$ cat src/rtl/pts_pkg.sv
package pts_pkg;

	// table size and derived index width
	localparam int NUM_TIMERS = 16;
	localparam int IDX_W      = (NUM_TIMERS > 1) ? $clog2(NUM_TIMERS) : 1;
	localparam int ID_W       = 4;
	localparam int VAL_W      = 32;
	localparam int ALU_W      = 2 * VAL_W;

	// operation codes
	localparam logic [1:0] OP_CREATE = 2'd0;
	localparam logic [1:0] OP_UPDATE = 2'd1;
	localparam logic [1:0] OP_DELETE = 2'd2;
	localparam logic [1:0] OP_POLL   = 2'd3;

	// status codes
	localparam logic [1:0] ST_OK        = 2'd0;
	localparam logic [1:0] ST_EXISTS    = 2'd1;
	localparam logic [1:0] ST_NOT_FOUND = 2'd2;
	localparam logic [1:0] ST_FULL      = 2'd3;

	typedef struct packed {
		logic [1:0]       op;
		logic [ID_W-1:0]  timer_id;
		logic [VAL_W-1:0] interval_value;
		logic [VAL_W-1:0] now_ms;
	} in_item_t;

	typedef struct packed {
		logic                    fired;
		logic [ID_W-1:0]         fired_id;
		logic [VAL_W-1:0]        fired_interval;
		logic signed [VAL_W-1:0] delay_ms;
		logic [1:0]              status;
	} out_item_t;

	// one table entry as held in the slot memory
	typedef struct packed {
		logic [VAL_W-1:0] interval;
		logic [VAL_W-1:0] expiry;
		logic [VAL_W-1:0] order;
	} slot_t;

	// request to and answer from the shared add/subtract unit
	typedef struct packed {
		logic             sub;
		logic [ALU_W-1:0] a;
		logic [ALU_W-1:0] b;
	} alu_req_t;

	typedef struct packed {
		logic [ALU_W-1:0] res;
		logic             borrow;
	} alu_rsp_t;

	typedef enum logic [2:0] {
		S_IDLE,
		S_RDID,
		S_EXEC,
		S_SCHED,
		S_SCAN,
		S_SCANEND,
		S_FIRE,
		S_DELAY
	} state_t;

endpackage

$ cat src/rtl/pts_if.sv
// input channel: one operation per beat
interface pts_in_if;
	import pts_pkg::*;
	logic     valid;
	logic     ready;
	in_item_t item;
	modport source (output valid, output item, input ready);
	modport sink (input valid, input item, output ready);
endinterface

// result channel: one result per beat
interface pts_out_if;
	import pts_pkg::*;
	logic      valid;
	logic      ready;
	out_item_t item;
	modport source (output valid, output item, input ready);
	modport sink (input valid, input item, output ready);
endinterface

$ cat src/rtl/pts_mem.sv
module pts_mem (
	input  logic                     clk,
	input  logic                     we,
	input  logic [pts_pkg::IDX_W-1:0] waddr,
	input  pts_pkg::slot_t           wdata,
	input  logic [pts_pkg::IDX_W-1:0] raddr,
	output pts_pkg::slot_t           rdata
);
	import pts_pkg::*;

	slot_t mem_q [NUM_TIMERS];
	slot_t rdata_q;

	// single write port
	always_ff @(posedge clk) begin
		if (we) begin
			mem_q[waddr] <= wdata;
		end
	end

	// registered read port
	always_ff @(posedge clk) begin
		rdata_q <= mem_q[raddr];
	end

	assign rdata = rdata_q;
endmodule

$ cat src/rtl/pts_alu.sv
module pts_alu (
	input  pts_pkg::alu_req_t req,
	output pts_pkg::alu_rsp_t rsp
);
	import pts_pkg::*;

	logic [ALU_W:0] sum;

	// a + b, or a - b as a + ~b + 1; borrow is the missing carry
	always_comb begin
		sum = {1'b0, req.a} + {1'b0, (req.b ^ {ALU_W{req.sub}})} + {{ALU_W{1'b0}}, req.sub};
		rsp.res    = sum[ALU_W-1:0];
		rsp.borrow = req.sub & ~sum[ALU_W];
	end
endmodule

$ cat src/rtl/periodic_timer_scheduler_top.sv
// channel | dir | beat carries                                  | taken when
// req     | in  | op, timer_id, interval_value, now_ms          | valid & ready
// rsp     | out | fired, fired_id, fired_interval, delay_ms,    | valid & ready
//         |     | status                                        |
//
// One operation at a time; ready is high only between operations.
// Every operation ends with a scan of all N = NUM_TIMERS slots; a poll that fires
// reschedules the winner and scans again. The scan reads one slot per cycle from
// the slot memory (one write port, one read port) into the shared adder.
// Reset (arst_n low) clears the valid bits, the sequence counter and the result flag.
// A result waits in the output register; the next beat may be accepted meanwhile,
// and a finishing operation holds in its last state until that register is free.
module periodic_timer_scheduler_top (
	input logic     clk,
	input logic     arst_n,
	pts_in_if.sink  req,
	pts_out_if.source rsp
);
	import pts_pkg::*;

	state_t           state_q, state_d;
	logic [1:0]       op_q, st_q;
	logic [ID_W-1:0]  id_q;
	logic [VAL_W-1:0] ival_q, now_q;
	logic [IDX_W-1:0] slot_q, cnt_q, idx_s1, bidx_q;
	logic             chk_s1, found_q, pass_q;
	logic [VAL_W-1:0] bexp_q, bord_q, bint_q;
	logic             fired_q;
	logic [ID_W-1:0]  fid_q;
	logic [VAL_W-1:0] fint_q;
	logic [NUM_TIMERS-1:0] valid_q;
	logic [VAL_W-1:0] order_q;
	logic             ov_q;
	out_item_t        o_item_q;

	slot_t            rd, wdata;
	logic             we;
	logic [IDX_W-1:0] raddr;
	alu_req_t         alu_req;
	alu_rsp_t         alu_rsp;

	logic             acc, in_range, slot_vld, take, overdue, fire, out_free, scan_entry;
	logic [VAL_W-1:0] diff, delay;
	logic [VAL_W-1:0] ival_in;

	pts_mem u_mem (
		.clk   (clk),
		.we    (we),
		.waddr (slot_q),
		.wdata (wdata),
		.raddr (raddr),
		.rdata (rd)
	);

	pts_alu u_alu (
		.req (alu_req),
		.rsp (alu_rsp)
	);

	// handshake and decode
	assign acc      = req.valid & req.ready;
	assign req.ready = (state_q == S_IDLE);
	assign ival_in  = (req.item.interval_value == '0) ? VAL_W'(1) : req.item.interval_value;
	assign in_range = ({{(32-ID_W){1'b0}}, id_q} < 32'(NUM_TIMERS));
	assign slot_vld = valid_q[slot_q];
	assign take     = chk_s1 & valid_q[idx_s1] & (~found_q | alu_rsp.borrow);
	assign diff     = alu_rsp.res[ALU_W-1:VAL_W];
	assign overdue  = alu_rsp.borrow | (diff == '0);
	assign fire     = found_q & overdue;
	assign out_free = ~ov_q | rsp.ready;
	assign delay    = !found_q ? {VAL_W{1'b1}} :
	                  overdue ? '0 :
	                  diff[VAL_W-1] ? {1'b0, {(VAL_W-1){1'b1}}} : diff;
	assign scan_entry = (state_d == S_SCAN) & (state_q != S_SCAN);

	// next state
	always_comb begin
		state_d = state_q;
		case (state_q)
			S_IDLE: begin
				if (acc) begin
					state_d = (req.item.op == OP_POLL) ? S_SCAN : S_RDID;
				end
			end
			S_RDID: state_d = S_EXEC;
			S_EXEC: begin
				case (op_q)
					OP_CREATE: state_d = (in_range & ~slot_vld) ? S_SCHED : S_SCAN;
					OP_UPDATE: state_d = (in_range & slot_vld & (rd.interval != ival_q)) ?
					                     S_SCHED : S_SCAN;
					default:   state_d = S_SCAN;
				endcase
			end
			S_SCHED: state_d = S_SCAN;
			S_SCAN: begin
				if (cnt_q == IDX_W'(NUM_TIMERS - 1)) begin
					state_d = S_SCANEND;
				end
			end
			S_SCANEND: state_d = ((op_q == OP_POLL) & ~pass_q) ? S_FIRE : S_DELAY;
			S_FIRE: state_d = fire ? S_SCHED : S_DELAY;
			S_DELAY: begin
				if (out_free) begin
					state_d = S_IDLE;
				end
			end
			default: state_d = S_IDLE;
		endcase
	end

	// memory and shared unit controls
	always_comb begin
		raddr       = cnt_q;
		we          = 1'b0;
		wdata       = '{interval: ival_q, expiry: diff, order: order_q};
		alu_req.sub = 1'b1;
		alu_req.a   = {bexp_q, {VAL_W{1'b0}}};
		alu_req.b   = {now_q, {VAL_W{1'b0}}};
		case (state_q)
			S_RDID: raddr = slot_q;
			S_SCHED: begin
				we          = 1'b1;
				alu_req.sub = 1'b0;
				alu_req.a   = {now_q, {VAL_W{1'b0}}};
				alu_req.b   = {ival_q, {VAL_W{1'b0}}};
			end
			S_SCAN, S_SCANEND: begin
				alu_req.a = {rd.expiry, rd.order};
				alu_req.b = {bexp_q, bord_q};
			end
			default: ;
		endcase
	end

	// control registers
	always_ff @(posedge clk or negedge arst_n) begin
		if (!arst_n) begin
			state_q <= S_IDLE;
			valid_q <= '0;
			order_q <= '0;
			ov_q    <= 1'b0;
			chk_s1  <= 1'b0;
			found_q <= 1'b0;
			pass_q  <= 1'b0;
			cnt_q   <= '0;
		end else begin
			state_q <= state_d;
			chk_s1  <= (state_q == S_SCAN);
			if (acc) begin
				pass_q <= 1'b0;
			end
			if (state_q == S_EXEC) begin
				if ((op_q == OP_CREATE) & in_range & ~slot_vld) begin
					valid_q[slot_q] <= 1'b1;
				end
				if ((op_q == OP_DELETE) & in_range) begin
					valid_q[slot_q] <= 1'b0;
				end
			end
			if (state_q == S_SCHED) begin
				order_q <= order_q + VAL_W'(1);
			end
			if (state_q == S_FIRE) begin
				pass_q <= 1'b1;
			end
			if (scan_entry) begin
				cnt_q   <= '0;
				found_q <= 1'b0;
			end else begin
				if (state_q == S_SCAN) begin
					cnt_q <= cnt_q + IDX_W'(1);
				end
				if (take) begin
					found_q <= 1'b1;
				end
			end
			if ((state_q == S_DELAY) & out_free) begin
				ov_q <= 1'b1;
			end else if (rsp.ready) begin
				ov_q <= 1'b0;
			end
		end
	end

	// payload registers
	always_ff @(posedge clk) begin
		idx_s1 <= cnt_q;
		if (acc) begin
			op_q    <= req.item.op;
			id_q    <= req.item.timer_id;
			slot_q  <= IDX_W'(req.item.timer_id);
			ival_q  <= ival_in;
			now_q   <= req.item.now_ms;
			st_q    <= ST_OK;
			fired_q <= 1'b0;
			fid_q   <= '0;
			fint_q  <= '0;
		end
		if (state_q == S_EXEC) begin
			case (op_q)
				OP_CREATE: begin
					if (!in_range) begin
						st_q <= ST_FULL;
					end else if (slot_vld) begin
						st_q <= ST_EXISTS;
					end
				end
				OP_UPDATE, OP_DELETE: begin
					if (!in_range || !slot_vld) begin
						st_q <= ST_NOT_FOUND;
					end
				end
				default: ;
			endcase
		end
		// best so far in (expiry, sequence) order
		if (take) begin
			bexp_q <= rd.expiry;
			bord_q <= rd.order;
			bint_q <= rd.interval;
			bidx_q <= idx_s1;
		end
		// dispatch: reschedule the winner with its own interval
		if ((state_q == S_FIRE) & fire) begin
			fired_q <= 1'b1;
			fid_q   <= ID_W'(bidx_q);
			fint_q  <= bint_q;
			ival_q  <= bint_q;
			slot_q  <= bidx_q;
		end
		if ((state_q == S_DELAY) & out_free) begin
			o_item_q.fired          <= fired_q;
			o_item_q.fired_id       <= fid_q;
			o_item_q.fired_interval <= fint_q;
			o_item_q.delay_ms       <= delay;
			o_item_q.status         <= st_q;
		end
	end

	assign rsp.valid = ov_q;
	assign rsp.item  = o_item_q;

	// checks
	a_busy_after_accept: assert property (@(posedge clk) disable iff (!arst_n)
		acc |=> !req.ready)
		else $error("ready high right after an accepted beat");
	a_fire_ok: assert property (@(posedge clk) disable iff (!arst_n)
		rsp.valid && rsp.item.fired |-> rsp.item.status == ST_OK)
		else $error("fired result with non-ok status");
	a_nofire_zero: assert property (@(posedge clk) disable iff (!arst_n)
		rsp.valid && !rsp.item.fired |-> rsp.item.fired_id == '0 &&
		rsp.item.fired_interval == '0)
		else $error("stale fired fields");
	a_delay_range: assert property (@(posedge clk) disable iff (!arst_n)
		rsp.valid |-> !rsp.item.delay_ms[VAL_W-1] || rsp.item.delay_ms == '1)
		else $error("delay_ms below -1");
	a_sched_nonzero: assert property (@(posedge clk) disable iff (!arst_n)
		state_q == S_SCHED |-> ival_q != '0)
		else $error("scheduling with a zero interval");
endmodule
$ cat src/flat_wrapper.sv
// flat-port wrapper written by rule: the top's interface ports become plain ports
module periodic_timer_scheduler_top_flat import pts_pkg::*;
  (clk, arst_n, req_valid, req_item, req_ready, rsp_valid, rsp_item, rsp_ready);
  pts_in_if req_i ();
  pts_out_if rsp_i ();
  input logic clk;
  input logic arst_n;
  input wire logic [$bits(req_i.valid)-1:0] req_valid;
  input wire logic [$bits(req_i.item)-1:0] req_item;
  output wire logic [$bits(req_i.ready)-1:0] req_ready;
  output wire logic [$bits(rsp_i.valid)-1:0] rsp_valid;
  output wire logic [$bits(rsp_i.item)-1:0] rsp_item;
  input wire logic [$bits(rsp_i.ready)-1:0] rsp_ready;
  assign req_i.valid = req_valid;
  assign req_i.item = req_item;
  assign req_ready = req_i.ready;
  assign rsp_valid = rsp_i.valid;
  assign rsp_item = rsp_i.item;
  assign rsp_i.ready = rsp_ready;
  periodic_timer_scheduler_top u_core (.clk(clk), .arst_n(arst_n), .req(req_i), .rsp(rsp_i));
endmodule
$ cat config.mk
export PLATFORM = sky130hd
export DESIGN_NAME = periodic_timer_scheduler_top_flat
export DESIGN_NICKNAME = d
export VERILOG_FILES = /design/src/rtl/pts_pkg.sv /design/src/rtl/pts_if.sv /design/src/rtl/pts_mem.sv /design/src/rtl/pts_alu.sv /design/src/rtl/periodic_timer_scheduler_top.sv /design/src/flat_wrapper.sv
export SDC_FILE = /design/constraint.sdc
export NUM_CORES = 2
export LEC_CHECK = 0
export ABC_AREA = 1
export CAP_MARGIN = 20
export CORE_MARGIN = 2
export CORE_UTILIZATION = 35
export DETAILED_ROUTE_END_ITERATION = 8
export DONT_BUFFER_PORTS = 1
export MAX_ROUTING_LAYER = met4
export PLACE_DENSITY = 0.56
export RECOVER_POWER = 25
export SYNTH_ARGS = -nofsm -noshare
export SYNTH_HDL_FRONTEND = slang
export SYNTH_SLANG_ARGS = --single-unit
$ cat constraint.sdc
create_clock -name clk -period 20.9 [get_ports clk]
set_input_delay 4.18 -clock clk [delete_from_list [all_inputs] [get_ports clk]]
set_output_delay 4.18 -clock clk [all_outputs]
set_load 0.01 [all_outputs]
==> impl_metrics.env <==
export IMPL_post_route_min_period_ps=7723
export IMPL_wl_um=240600
export IMPL_final_nets=6516
export IMPL_synth_ff_latch_count=1975
export IMPL_cp_slowest_cell="buf_4"
export IMPL_rows=175
export IMPL_cts_htree_levels=4
export IMPL_async_flop_share=0.02987
export IMPL_yosys_most_used_dff="edfxtp_1"
export IMPL_synth_edf_count=1813
export IMPL_netlist_top_cells_area="edfxtp_1 68%, o21ai_0 5.5%, nor2_1 5.0%"
export IMPL_post_synth_inst_count=6430
export IMPL_whs_ps=412.6
export IMPL_holdPathEnd="u_core.rsp.item[36]$_DFFE_PP_"
export IMPL_critical_path_arrival_ps=8410
export IMPL_path_clk_slew_ps=60
export IMPL_fin_skew_ps=67.96
export IMPL_vias=52705
export IMPL_cp_end_kind="register"
export IMPL_grt_use_total=0.2077
export IMPL_cp_max_fo=81
export IMPL_syn_area_um2=80300
export IMPL_antenna_found_initial=8
export IMPL_finalSetupTns_ps=0
export IMPL_synthDominantCellAreaShare=0.6780
export IMPL_power_density_nw_per_um2=173.9
export IMPL_violations="max-capacitance violations, max-slew violations"
export IMPL_hpwlAfterDp_um=135600
export IMPL_drv_slew=97
export IMPL_fin_util=0.3952
export IMPL_total_power_mw=15.65
export IMPL_ys_types=56
export IMPL_peakVddDrop_v=0.0001177
export IMPL_nFillCells=21449
export IMPL_timing_fmax_mhz=129.5
export IMPL_drv_cap=5
export IMPL_slew_headroom=-0.1490
export IMPL_synth_most_common_cell="edfxtp_1"
export IMPL_holdPathStages=0
export IMPL_hold_start="u_core.fint_q[2]$_SDFFCE_PN0P_"
export IMPL_wl_per_cell_um=25.18
export IMPL_first_global_vias=50103
export IMPL_r2r_end="u_core.ival_q[16]$_DFFE_PP_"
export IMPL_synthTopCellsByCount="1813 x edfxtp_1, 1061 x nor2_1, 878 x o21ai_0, 537 x nand2_1, 348 x clkbuf_1"
export IMPL_cpMostUsedCell="nand2_1"
export IMPL_syn2layout_area_growth_pct=12.08
export IMPL_place_worst_setup_slack_ps=13120
export IMPL_clock_sinks=1975
export IMPL_grt_max_degree=182
export IMPL_max_stage_delay_ps=780
export IMPL_ys_seq_area_frac=0.7220
export IMPL_post_cts_buffers=0
export IMPL_synth_nets=6573
export IMPL_hold_violations=0
export IMPL_clk_path_buf_depth=3
export IMPL_die_x_um=483.0
export IMPL_ant_nets=0
export IMPL_globalRouteOverflowTotal=0
export IMPL_status="finished, violations left"
export IMPL_ios=147
export IMPL_worstSetupPathType="reg -> reg"
export IMPL_start_util=0.3526
export IMPL_tritoncts="done"
export IMPL_buffer_ports_inserted=0
export IMPL_hold_class="reg -> reg"
export IMPL_vias_per_cell=5.517
export IMPL_dr_pass1_iters=6
export IMPL_grt_pass1_wl_um=348200
export IMPL_die_area_um2=233300
export IMPL_fin_ws_ps=13180
export IMPL_drt_iter0_drc=5667
export IMPL_setup_viol=0
export IMPL_cts_root_buf="clkbuf_16"
export IMPL_cts_buffers=194
export IMPL_drc=0
export IMPL_synth_avg_cell_area_um2=12.49
export IMPL_yosysWarningCount=0
export IMPL_startpoint_type="register"
export IMPL_die_y_um=483.0
export IMPL_hold_buffers=0
export IMPL_gp_congestion=0.9628
export IMPL_yosysTopAreaCell="edfxtp_1"
export IMPL_leakagePower_nw=28.74
export IMPL_drive_gt1_frac=0.07250
export IMPL_r2r_start="u_core.state_q[1]$_DFF_PN0_"
export IMPL_reg2reg_depth=34
export IMPL_coreArea_um2=227700
export IMPL_cts_resized=0
export IMPL_cp_data_required_time_ps=21590
export IMPL_tightest_slew_ps=1723
export IMPL_rrSetupSlack_ps=13180
export IMPL_rsz0062_at_grt="false"
export IMPL_fin_crit_sh=0.3695
export IMPL_clock_latency_ps=850
==> registers in the layout (all words and copies together), names as in the netlist, 16 cells and up <==
register / count
u_core.rsp.item: 71
u_core.fint_q: 32
u_core.ival_q: 32
u_core.u_mem.mem_q: 1536
u_core.bint_q: 32
u_core.bexp_q: 32
u_core.now_q: 32
u_core.order_q: 32
u_core.u_mem.rdata: 96
u_core.valid_q: 16
u_core.bord_q: 32
==> power by group <==
part	internal, mW	total, mW	switching, mW
registers	5.65	5.88	0.231
clock network	1.94	3.44	1.50
logic	1.47	6.33	4.85
==> worst max-delay path by stage <==
stage	from	to	slack, ps	depth (start not counted)
2_1_floorplan	u_core.state_q[2]$_DFF_PN0_	u_core.u_mem.mem_q[1][0]$_DFFE_PP_	12640	6
3_3_place_gp	u_core.state_q[1]$_DFF_PN0_	u_core.ival_q[8]$_DFFE_PP_	13290	28
3_5_place_dp	u_core.state_q[1]$_DFF_PN0_	u_core.ival_q[12]$_DFFE_PP_	13120	28
4_1_cts	u_core.state_q[1]$_DFF_PN0_	u_core.ival_q[12]$_DFFE_PP_	13110	28
5_1_grt	u_core.state_q[1]$_DFF_PN0_	u_core.ival_q[12]$_DFFE_PP_	12620	34
6_report	u_core.state_q[1]$_DFF_PN0_	u_core.ival_q[16]$_DFFE_PP_	13180	34
==> routing by layer <==
metal / GRT usage / share of wire
met2: 0.3249 / 0.46
met3: 0.03149 / 0.071
met1: 0.2869 / 0.44
met4: 0.04426 / 0.021
met5: - / 0
==> cells by family (layout without fill, tap and decap cells) <==
kind of cell               after synthesis  count (layout)  share of synthesized area
DFF                                   1975            1975                     0.7220
and+or+nand+nor                       1854            1854                    0.09313
AOI/OAI and AO/OA                     1776            1776                     0.1340
buffers and inverters                  701             809                    0.03409
adders and majority gates               69              69                    0.01075
xor gates and xnor gates                55              55                   0.005999
other                                    0               6                          0
==> critical path, delay by kind of cell (launching register included) <==
| kind | cells | cell delay [ps] |
|---|---|---|
| AO/OA/AOI/OAI | 3 | 330 |
| AND/OR/NAND/NOR | 21 | 3460 |
| buffers and inverters | 9 | 2850 |
| flip-flops | 1 | 360 |
| adder cells (fa/ha/maj) | 1 | 390 |
==> through the flow <==
stage | instance area (um^2) | std cells
2_1_floorplan | 80300 | 6430
3_3_place_gp | 83740 | 9181
3_5_place_dp | 83780 | 9184
4_1_cts | 90050 | 9545
5_1_grt | 89990 | 9548
6_report | 90000 | 9553
==> final cells by class <==
| class | instances | area (um^2) | share of cell area |
|---|---|---|---|
| Tap cell | 3009 | 3765 | 0.04183 |
| Clock buffer | 275 | 5361 | 0.05957 |
| Timing Repair Buffer | 120 | 930.9 | 0.01034 |
| Inverter | 328 | 1267 | 0.01408 |
| Sequential cell | 1975 | 57980 | 0.6442 |
| Multi-Input combinational cell | 3754 | 19770 | 0.2196 |
| Antenna cell | 6 | 15.01 | 0.0001668 |
| Clock inverter | 86 | 912.1 | 0.01013 |
==> placed cells by master (no fill, tap or decap), types with 8 or more instances in the layout <==
cell type,n
xor2_1,27
o221ai_1,245
clkinv_1,26
nor3_1,25
inv_1,317
nand4_1,24
dfxtp_1,103
o211ai_1,139
nor2_1,1055
nand3b_1,9
o21ai_1,11
a22oi_1,40
o21bai_1,17
nor3_2,15
ha_1,69
clkbuf_8,16
a2bb2oi_1,8
dfrtp_1,59
clkinvlp_4,10
nand2_2,25
nor4_1,16
nand2_1,535
o21ai_0,877
a31oi_1,16
o22ai_1,179
clkbuf_16,196
clkbuf_1,90
xnor2_1,28
a21oi_1,188
edfxtp_1,1813
clkinv_2,28
bufinv_16,12
buf_12,8
buf_4,82
nand3_1,121
o21ai_2,26
No activity file was read; power rests on OpenSTA's default activity.
